<file path="config.mk">
export PLATFORM = sky130hd
export DESIGN_NAME = olis_front
export DESIGN_NICKNAME = d
export VERILOG_FILES = /design/src/sv/olis_pkg.sv /design/src/sv/olis_front.sv
export SDC_FILE = /design/constraint.sdc
export NUM_CORES = 1
export LEC_CHECK = 0
export BUFFER_PORTS_ARGS = -buffer_cell sky130_fd_sc_hd__buf_2
export CORE_AREA = 2 2 126 97
export DETAILED_ROUTE_END_ITERATION = 12
export DIE_AREA = 0 0 128 99
export PLACE_DENSITY = 0.73
export REMOVE_ABC_BUFFERS = 1
export SYNTH_ARGS = -nofsm -noshare
export SYNTH_HDL_FRONTEND = slang
export SYNTH_SLANG_ARGS = --single-unit
</file>
<file path="constraint.sdc">
create_clock -name vclk -period 9.6
set_clock_uncertainty 0.15 [all_clocks]
set_input_delay 1.92 -clock vclk [all_inputs]
set_output_delay 1.92 -clock vclk [all_outputs]
set_load 0.05 [all_outputs]
</file>
<file path="src/sv/olis_pkg.sv">
// Shared types, constants and helpers for the offered-load injector.
`default_nettype none

package olis_pkg;

  localparam int unsigned NOW_W  = 64;
  localparam int unsigned CRED_W = 5;
  localparam int unsigned SPAN_W = 40;
  localparam int unsigned IVL_W  = 32;
  localparam int unsigned CNT_W  = 32;
  localparam int unsigned ROUNDS = 4;
  localparam int unsigned CFG_IDX_W = 4;

  localparam logic [2:0]        MAX_LOADS    = 3'd4;
  localparam logic [IVL_W-1:0]  INTERVAL_RST = 32'd1000;
  localparam logic [2:0]        LOADS_RST    = 3'd1;
  localparam logic [SPAN_W-1:0] WARMUP_RST   = 40'd5000000;
  localparam logic [SPAN_W-1:0] COLLECT_RST  = 40'd20000000;
  localparam logic [SPAN_W-1:0] DRAIN_RST    = 40'd50000000;

  localparam logic KIND_SEND    = 1'b0;
  localparam logic KIND_SUMMARY = 1'b1;
  localparam logic REQ_TICK     = 1'b0;
  localparam logic REQ_RECV     = 1'b1;

  typedef enum logic [CFG_IDX_W-1:0] {
    REG_INTERVAL_0 = 4'd0,
    REG_INTERVAL_1 = 4'd1,
    REG_INTERVAL_2 = 4'd2,
    REG_INTERVAL_3 = 4'd3,
    REG_LOAD_COUNT = 4'd4,
    REG_WARMUP     = 4'd5,
    REG_COLLECT    = 4'd6,
    REG_DRAIN      = 4'd7
  } cfg_reg_t;

  typedef struct packed {
    logic [ROUNDS-1:0][IVL_W-1:0] interval;
    logic [2:0]                   load_count;
    logic [SPAN_W-1:0]            warmup;
    logic [SPAN_W-1:0]            collect;
    logic [SPAN_W-1:0]            drain;
  } cfg_t;

  localparam cfg_t CFG_RST = '{
    interval:   {ROUNDS{INTERVAL_RST}},
    load_count: LOADS_RST,
    warmup:     WARMUP_RST,
    collect:    COLLECT_RST,
    drain:      DRAIN_RST
  };

  // new span values, flagged when warmup or collect is written
  typedef struct packed {
    logic              upd;
    logic [SPAN_W-1:0] warmup;
    logic [SPAN_W-1:0] collect;
  } span_upd_t;

  // classified input item as it sits in the queue
  typedef struct packed {
    logic              is_rx;
    logic [NOW_W-1:0]  now;
    logic [CRED_W-1:0] credits;
    logic [NOW_W-1:0]  lat;
  } item_t;

  typedef struct packed {
    logic             kind;
    logic [NOW_W-1:0] send_stamp;
    logic [1:0]       round_index;
    logic [NOW_W-1:0] lat_sum;
    logic [NOW_W-1:0] lat_sum_sq;
    logic [NOW_W-1:0] lat_min;
    logic [NOW_W-1:0] lat_max;
    logic [CNT_W-1:0] lat_count;
    logic [NOW_W-1:0] backlog;
    logic             all_done;
    logic             last;
  } res_t;

  typedef enum logic [3:0] {
    ST_IDLE,
    ST_RX_CHK,
    ST_RX_MUL0,
    ST_RX_MUL1,
    ST_RX_SQ,
    ST_TK_CHK,
    ST_TK_CLOSE,
    ST_TK_ARM0,
    ST_TK_ARM1,
    ST_TK_SEND
  } back_state_t;

  // zero counts as one round, anything above the maximum as the maximum
  function automatic logic [2:0] rounds_to_run(input logic [2:0] lc);
    logic [2:0] n;
    n = lc;
    if (n == 3'd0) n = 3'd1;
    if (n > MAX_LOADS) n = MAX_LOADS;
    return n;
  endfunction

endpackage

`default_nettype wire

</file>
<file path="src/sv/olis_front.sv">
// Input side: takes items off the stream, classifies them, works out latency.
`default_nettype none

module olis_front
  import olis_pkg::*;
(
  input  wire logic         s_axis_tvalid,
  output logic              s_axis_tready,
  input  wire logic [135:0] s_axis_tdata,
  input  wire logic         s_axis_tuser,
  input  wire logic         q_full,
  output logic              q_push,
  output item_t             q_item
);

  logic [NOW_W-1:0] stamp;

  assign s_axis_tready = !q_full;
  assign q_push        = s_axis_tvalid && !q_full;
  assign stamp         = s_axis_tdata[132:69];

  always_comb begin
    q_item.is_rx   = (s_axis_tuser == REQ_RECV);
    q_item.now     = s_axis_tdata[63:0];
    q_item.credits = s_axis_tdata[68:64];
    // latency is a wrapping 64-bit difference; only used for receives
    q_item.lat     = s_axis_tdata[63:0] - stamp;
  end

endmodule

`default_nettype wire

</file>
==> results.md <==
- Mapped Area: about 4500 um2
- Worst vdd ir: between 80 and 90 uV
- DR iter-0 viols: between 300 and 400
- Top fanout value on the critical path: 6
- Pwr Density: about 120 nW/um2
- Min Clock Period, post-route: around 7.2 ns
- Post-Synthesis Cells: ~700
- DR WL/cell: about 14 um
- Filler cells: roughly 1200
- Drt pass-1 iters: 5
- Initial antenna violation count: 0
- DP Area: 5330 um2
- P&R area growth vs syn: 18.0%
- Sequential cell area: 0 um2
- Ratio of cells with drive above 1 in the final layout: a little under a third
- Final Hold Viols: 0
- Layout Nets: around 1100
- Cts repair resizes: 0
- Max_cap viols: 0
- Number of global-route vias before repair: roughly 4600
- Post-CTS Hold Fix Bufs: 0
- Routed wire length: approximately 14000 um
- Top cells by count, synth: a21oi_1, inv_1, buf_4, ha_1, nand2_1
- Top-count cell post-synth: a21oi_1
- Leak Pwr: between 2 and 3 nW
- Pin count of the biggest net entering global routing: 11
- Core outline area: 11400 um2
- Die area: ~13000 um2
- Vias per inst: approximately 5.3
- Slowest cell on crit path: a41oi_1
- Post-CTS Setup Bufs: 0
- DP HPWL: about 12000 um
- Placer Congestion: ~1
- First-pass GRT wire length: 21800 um
- HP Class: primary input to output port
- Port Buffer Count: 260
- CP Capture Type: output port
- Initial Util: ~40%
- DRT antenna net count: 0
- Top cell type's share of synthesized area: between 10% and 20%
- Dpl cells: around 1000
- Total gr overflow: 0
- Delay of the slowest critical-path stage: approximately 0.55 ns
- WP buf/inv: 2
- CP Class: primary input to output port
- Relative slew slack: 60.1%
- ANT cells: 0
- Setup TNS: 0 ns
- Syn. warnings: 0
- Sequential area share after synthesis: 0%
- Die Height: 99 um
- Vias: ~5300
- Seq Cell Count: 0
- Crit share post-route: 75.1%
- Final setup fails: 0
- Average cell area after synthesis: ~6.5 um2
- Residual DRC: 0
- Worst Path Arrival: around 5 ns
- Clock buf count: 0
- Row Count: 34
- Fin. max-slew vios: 0
- Synth area leader: ha_1
- Critical Path RT: roughly 7.5 ns
- Worst Tran Pin Value: about 0.59 ns
- CP Launch Type: primary input
- Total track usage: ~20%
- Boundary Pins: about 280
- WHS: ~3.7 ns
- Fmax: approximately 140 MHz
- RSZ-0062 raised after global routing: false
- Dominant cells by area after synthesis: ha_1, buf_4, a21oi_1
- Netlist cell types: 53
- Layout Cells excl Fill: 1005
- Chip width: approximately 130 um
- Delay-heaviest family, CP: compound AO/OA/AOI/OAI gates
- Final Cell Area: 5330 um2
- Crit-path cells: buf_2 > ha_1 > a21oi_1 > nand2_1 > o21ai_0 > a21oi_1 > a221oi_1 > o21ai_1 > a41oi_1 > o21ai_1 > xor2_1 > buf_2
- Status: finished, final reports clean
[final timing paths]
kind | start | endpoint | depth (start not counted)
worst max-delay path | s_axis_tdata[6] | q_item[59] | 12
worst min-delay path | s_axis_tdata[64] | q_item[64] | 0
[power by group]
part,internal [mW],switching (mW)
sequential,0,0
combinational,0.177,0.485
clock,0,0
[layer usage]
layer  up-vias  part of all wire (%)  track usage (%)
met4         0                   1.2             2.11
met1      2362                    49             31.0
li1       2681                     -                -
met5         -                     0                0
met3        12                   7.1             1.74
met2       238                    42             32.2
[cells by family after synthesis]
| family | share of synthesized area [%] |
|---|---|
| AOI/OAI and AO/OA | 29.1 |
| xor gates and xnor gates | 11.8 |
| muxes | 0.222 |
| buffers and inverters | 21.4 |
| and+or+nand+nor | 19.5 |
| adders and majority gates | 17.9 |
[cell usage in the layout, fill, tap and decap left out, drive strengths merged, types with 12 or more instances in the layout]
cell	n
buf	260
nand3	12
inv	80
xnor2	34
nand4	23
a21o	16
xor2	27
o21ai	55
nand2	58
ha	63
a21oi	87
nor2	45
[through the flow]
| stage | setup WS (ns) | utilization (%) | power (mW) |
|---|---|---|---|
| after CTS | 2.48 | 46.7 | 0.661 |
| after floorplan | 2.78 | - | 0.447 |
| after global routing | 2.23 | 46.7 | 0.705 |
| after global placement | 2.52 | 46.7 | 0.656 |
| final | 2.39 | 46.7 | 0.662 |
| after detailed placement | 2.50 | 46.7 | 0.658 |
[cell type report]
type,count,area [um2],share of cell area [%]
Timing Repair Buffer,260,1300,24.4
Inverter,80,300,5.64
Multi-Input combinational cell,521,3550,66.6
Tap cell,144,180,3.38
(Power assumes the default switching activity.)
