$ cat src/sv/olis_pkg.sv
// Shared types, constants and helpers for the offered-load injector.
`default_nettype none

package olis_pkg;

  localparam int unsigned NOW_W  = 64;
  localparam int unsigned CRED_W = 5;
  localparam int unsigned SPAN_W = 40;
  localparam int unsigned IVL_W  = 32;
  localparam int unsigned CNT_W  = 32;
  localparam int unsigned ROUNDS = 4;
  localparam int unsigned CFG_IDX_W = 4;

  localparam logic [2:0]        MAX_LOADS    = 3'd4;
  localparam logic [IVL_W-1:0]  INTERVAL_RST = 32'd1000;
  localparam logic [2:0]        LOADS_RST    = 3'd1;
  localparam logic [SPAN_W-1:0] WARMUP_RST   = 40'd5000000;
  localparam logic [SPAN_W-1:0] COLLECT_RST  = 40'd20000000;
  localparam logic [SPAN_W-1:0] DRAIN_RST    = 40'd50000000;

  localparam logic KIND_SEND    = 1'b0;
  localparam logic KIND_SUMMARY = 1'b1;
  localparam logic REQ_TICK     = 1'b0;
  localparam logic REQ_RECV     = 1'b1;

  typedef enum logic [CFG_IDX_W-1:0] {
    REG_INTERVAL_0 = 4'd0,
    REG_INTERVAL_1 = 4'd1,
    REG_INTERVAL_2 = 4'd2,
    REG_INTERVAL_3 = 4'd3,
    REG_LOAD_COUNT = 4'd4,
    REG_WARMUP     = 4'd5,
    REG_COLLECT    = 4'd6,
    REG_DRAIN      = 4'd7
  } cfg_reg_t;

  typedef struct packed {
    logic [ROUNDS-1:0][IVL_W-1:0] interval;
    logic [2:0]                   load_count;
    logic [SPAN_W-1:0]            warmup;
    logic [SPAN_W-1:0]            collect;
    logic [SPAN_W-1:0]            drain;
  } cfg_t;

  localparam cfg_t CFG_RST = '{
    interval:   {ROUNDS{INTERVAL_RST}},
    load_count: LOADS_RST,
    warmup:     WARMUP_RST,
    collect:    COLLECT_RST,
    drain:      DRAIN_RST
  };

  // new span values, flagged when warmup or collect is written
  typedef struct packed {
    logic              upd;
    logic [SPAN_W-1:0] warmup;
    logic [SPAN_W-1:0] collect;
  } span_upd_t;

  // classified input item as it sits in the queue
  typedef struct packed {
    logic              is_rx;
    logic [NOW_W-1:0]  now;
    logic [CRED_W-1:0] credits;
    logic [NOW_W-1:0]  lat;
  } item_t;

  typedef struct packed {
    logic             kind;
    logic [NOW_W-1:0] send_stamp;
    logic [1:0]       round_index;
    logic [NOW_W-1:0] lat_sum;
    logic [NOW_W-1:0] lat_sum_sq;
    logic [NOW_W-1:0] lat_min;
    logic [NOW_W-1:0] lat_max;
    logic [CNT_W-1:0] lat_count;
    logic [NOW_W-1:0] backlog;
    logic             all_done;
    logic             last;
  } res_t;

  typedef enum logic [3:0] {
    ST_IDLE,
    ST_RX_CHK,
    ST_RX_MUL0,
    ST_RX_MUL1,
    ST_RX_SQ,
    ST_TK_CHK,
    ST_TK_CLOSE,
    ST_TK_ARM0,
    ST_TK_ARM1,
    ST_TK_SEND
  } back_state_t;

  // zero counts as one round, anything above the maximum as the maximum
  function automatic logic [2:0] rounds_to_run(input logic [2:0] lc);
    logic [2:0] n;
    n = lc;
    if (n == 3'd0) n = 3'd1;
    if (n > MAX_LOADS) n = MAX_LOADS;
    return n;
  endfunction

endpackage

`default_nettype wire

$ cat src/sv/olis_queue.sv
// Two-entry FIFO of classified items between front and back.
`default_nettype none

module olis_queue
  import olis_pkg::*;
(
  input  wire logic  clk,
  input  wire logic  rst,
  input  wire logic  push,
  input  item_t      push_item,
  output logic       full,
  input  wire logic  pop,
  output item_t      head,
  output logic       not_empty
);

  localparam int unsigned Depth = 2;
  localparam int unsigned PtrW  = $clog2(Depth);

  item_t           mem [Depth];
  logic [PtrW-1:0] wr_ptr;
  logic [PtrW-1:0] rd_ptr;
  logic [PtrW:0]   fill;

  assign full      = (fill == (PtrW+1)'(Depth));
  assign not_empty = (fill != '0);
  assign head      = mem[rd_ptr];

  always_ff @(posedge clk) begin
    if (rst) begin
      wr_ptr <= '0;
      rd_ptr <= '0;
      fill   <= '0;
    end else begin
      if (push) wr_ptr <= wr_ptr + 1'b1;
      if (pop)  rd_ptr <= rd_ptr + 1'b1;
      if (push && !pop)      fill <= fill + 1'b1;
      else if (pop && !push) fill <= fill - 1'b1;
    end
  end

  always_ff @(posedge clk) begin
    if (push) mem[wr_ptr] <= push_item;
  end

endmodule

`default_nettype wire

$ cat config.mk
export PLATFORM = sky130hd
export DESIGN_NAME = olis_queue
export DESIGN_NICKNAME = d
export VERILOG_FILES = /design/src/sv/olis_pkg.sv /design/src/sv/olis_queue.sv
export SDC_FILE = /design/constraint.sdc
export NUM_CORES = 1
export LEC_CHECK = 0
export BUFFER_PORTS_ARGS = -buffer_cell sky130_fd_sc_hd__buf_2
export CORE_MARGIN = 3
export CORE_UTILIZATION = 35
export CTS_CLUSTER_SIZE = 12
export DETAILED_ROUTE_END_ITERATION = 8
export PLACE_DENSITY = 0.57
export SLEW_MARGIN = 20
export SYNTH_ARGS = -nofsm -noshare
export SYNTH_HDL_FRONTEND = slang
export SYNTH_SLANG_ARGS = --single-unit
$ cat constraint.sdc
create_clock -name clk -period 6.8 [get_ports clk]
set_input_delay 0.34 -clock clk [delete_from_list [all_inputs] [get_ports clk]]
set_output_delay 0.34 -clock clk [all_outputs]
set_load 0.02 [all_outputs]
==> results.yml <==
sta:
  min_period_over_period_pct: 42.3
  fin_tns_setup_ns: 0
  finalSetupViolCount: 0
  rsz0062_at_grt: "false"
  tightest_slew_ns: 1.05
  hold_viol_final: 0
  whs_ns: 0.0317
  fin_crit_ns: 2.87
  finClkSkew_ns: 0.0145
  relSlewSlack_pct: 30.3
  fmax_mhz: 348
  final_max_slew_viol_count: 0
  fin_ws_ns: 3.93
global_routing:
  grt_max_degree: 71
  antenna_found_initial: 0
  overflow: 0
  first_global_vias: 6195
  gr-usage-all-layers_pct: 12.9
  grt_pass1_wl_um: 32200
floorplan:
  die_h_um: 176
  rows: 61
  io_pins: 274
  start_util_pct: 35.9
  fp.dieW_um: 176
  coreArea_um2: 28200
  design.die.area_um2: 31000
detailed_routing:
  drt-vias-per-instance: 4.41
  ant_nets: 0
  routed_wl_um: 20800
  wl_per_cell_um: 16.4
  drcViolationCount: 0
  first_pass_iters: 4
  num_vias: 5579
  first_iter_violations: 290
synth:
  avgSynthCellArea_um2: 23.0
  netlist_area_um2: 10100
  synth_seq_cells: 273
  syn-num-nets: 578
  yosysSeqAreaShare_pct: 80.6
  yosys_warnings: 0
  synth_cells: 439
  synth.distinct_cells: 17
layout:
  layout.nets: 1005
  final-seq-area_um2: 8150
  drive_gt1_share_pct: 50.8
  fin_util_pct: 49.8
  fillCellCount: 2319
  multi_input_comb_area_um2: 1850
  antennaDiodeCount: 0
  areaGrowthSynthToFinish_pct: 38.8
setup_path:
  end_kind: "output pin"
  critPathKind: "reg -> out"
  arrival_ns: 2.53
  worstPathRequired_ns: 6.46
  r2r_start: "wr_ptr"
  cp_max_fo: 61
  cp-start-kind: "register"
clock_network:
  h-tree-depth: 1
  root_buffer: "clkbuf_16"
  clkLatencyLatePin_ns: 0.54
  cts_sinks: 273
  cts_inserted_buffers: 29
  cts.path.max_buffers: 3
  cts_tree: "done"
  cts_resized: 0
  path_clk_slew_ns: 0.06
  cts_setup_buffers: 0
power:
  peakVddDrop_v: 0.000186
  power_mw: 3.92
  powerDensity_nw_per_um2: 280
  p_leak_nw: 5.40
worst_hold_path:
  hold_path_class: "in -> reg"
  hold_start: "push_item[55]"
placed_design:
  dp_slack_ns: 4.16
  io_buffers: 273
  gp_congestion: 0.714
  dp_hpwl_um: 13200
run:
  drv_cap: 0
outcome:
  status: "completed"
[repair_timing]
item | in CTS | in global routing
endpoints found under the setup margin | 0 | 0
hold buffers | 133 | 0
endpoints found under the hold margin | 266 | 0
[layer usage]
metal,share of wire [%],vias up,GRT usage [%]
met3,7.2,43,3.40
li1,-,2595,-
met1,41,2729,15.7
met4,2.9,0,3.63
met2,49,212,22.5
met5,0,-,0
[kinds of logic (layout without fill, tap and decap cells)]
logic type / Yosys count / after routing / share of synthesized area, %
DFF: 273 / 273 / 80.6
AOI/OAI and AO/OA: 2 / 2 / 0.0989
buffers and inverters: 16 / 464 / 1.27
muxes: 134 / 134 / 17.1
and+or+nand+nor: 9 / 9 / 0.458
xor gates and xnor gates: 4 / 4 / 0.346
adders and majority gates: 1 / 1 / 0.124
[cell usage in the layout (no fill, tap or decap)]
master and count:
clkinv_1 7, o21ai_0 1, or2_2 1, dfxtp_1 4
clkbuf_16 29, mux2_2 74, a21oi_1 1, buf_2 273
xor2_1 2, buf_4 5, mux2_4 60, inv_1 1
inv_6 1, edfxtp_1 268, nor2b_1 1, or3_1 1
ha_1 1, dfxtp_4 1, nor2b_4 1, clkbuf_1 10
clkinv_2 5, and2_4 1, xnor2_1 2, nor2_1 4
dlygate4sd3_1 133
[state kept, by name, indices dropped and copies added (netlist names), named ones only]
name / flops
rd_ptr: 1
mem: 268
wr_ptr: 1
fill: 2
[cell type report]
cell class	count	share of cell area (%)
sequential	273	58.1
inverter	1	0.0267
clock buffer	39	5.44
multi-input combinational	150	13.2
clock inverter	13	0.428
tap	378	3.37
timing repair buffer	411	19.5
[critical path, stage by stage, from the launching register on]
cell and delay (ns):
dfxtp_4 0.60, buf_4 0.73, mux2_2 0.43, buf_2 0.16
[where the power goes]
part           internal (mW)  total [mW]  switching, mW
sequential              1.97        2.00         0.0302
combinational          0.257       0.555          0.298
clock                  0.779        1.37          0.594
total                   3.00        3.92          0.922
[cells in the mapped netlist]
| cell | count | share of area (%) |
|---|---|---|
| buf_2 | 7 | 0.35 |
| mux2_2 | 74 | 8.2 |
| ha_1 | 1 | 0.12 |
| and2_1 | 1 | 0.062 |
| or2_2 | 1 | 0.062 |
| o21ai_0 | 1 | 0.049 |
| inv_1 | 1 | 0.037 |
| buf_6 | 8 | 0.89 |
| xnor2_1 | 2 | 0.17 |
| dfxtp_1 | 5 | 0.99 |
| a21oi_1 | 1 | 0.049 |
| mux2_4 | 60 | 8.9 |
| xor2_1 | 2 | 0.17 |
| nor2_1 | 4 | 0.15 |
| or3_1 | 1 | 0.062 |
| nor2b_1 | 2 | 0.12 |
| edfxtp_1 | 268 | 80 |
[final timing paths]
kind	endpoint	slack (ns)	depth (start not counted)
setup reg to reg	mem[1][60]	4.27	2
setup / recovery	head[127]	3.93	3
hold / removal	mem[1][55]	0.03	1
hold reg to reg	fill[1]	0.52	2
[per-stage QoR]
stage	cell area (um2)	std cells
finish	14000	1265
global route	14000	1265
CTS	14000	1265
detailed placement	11900	1080
global placement	11900	1080
floorplan	10100	439
Note: power is estimated with default switching activity, not from simulation.
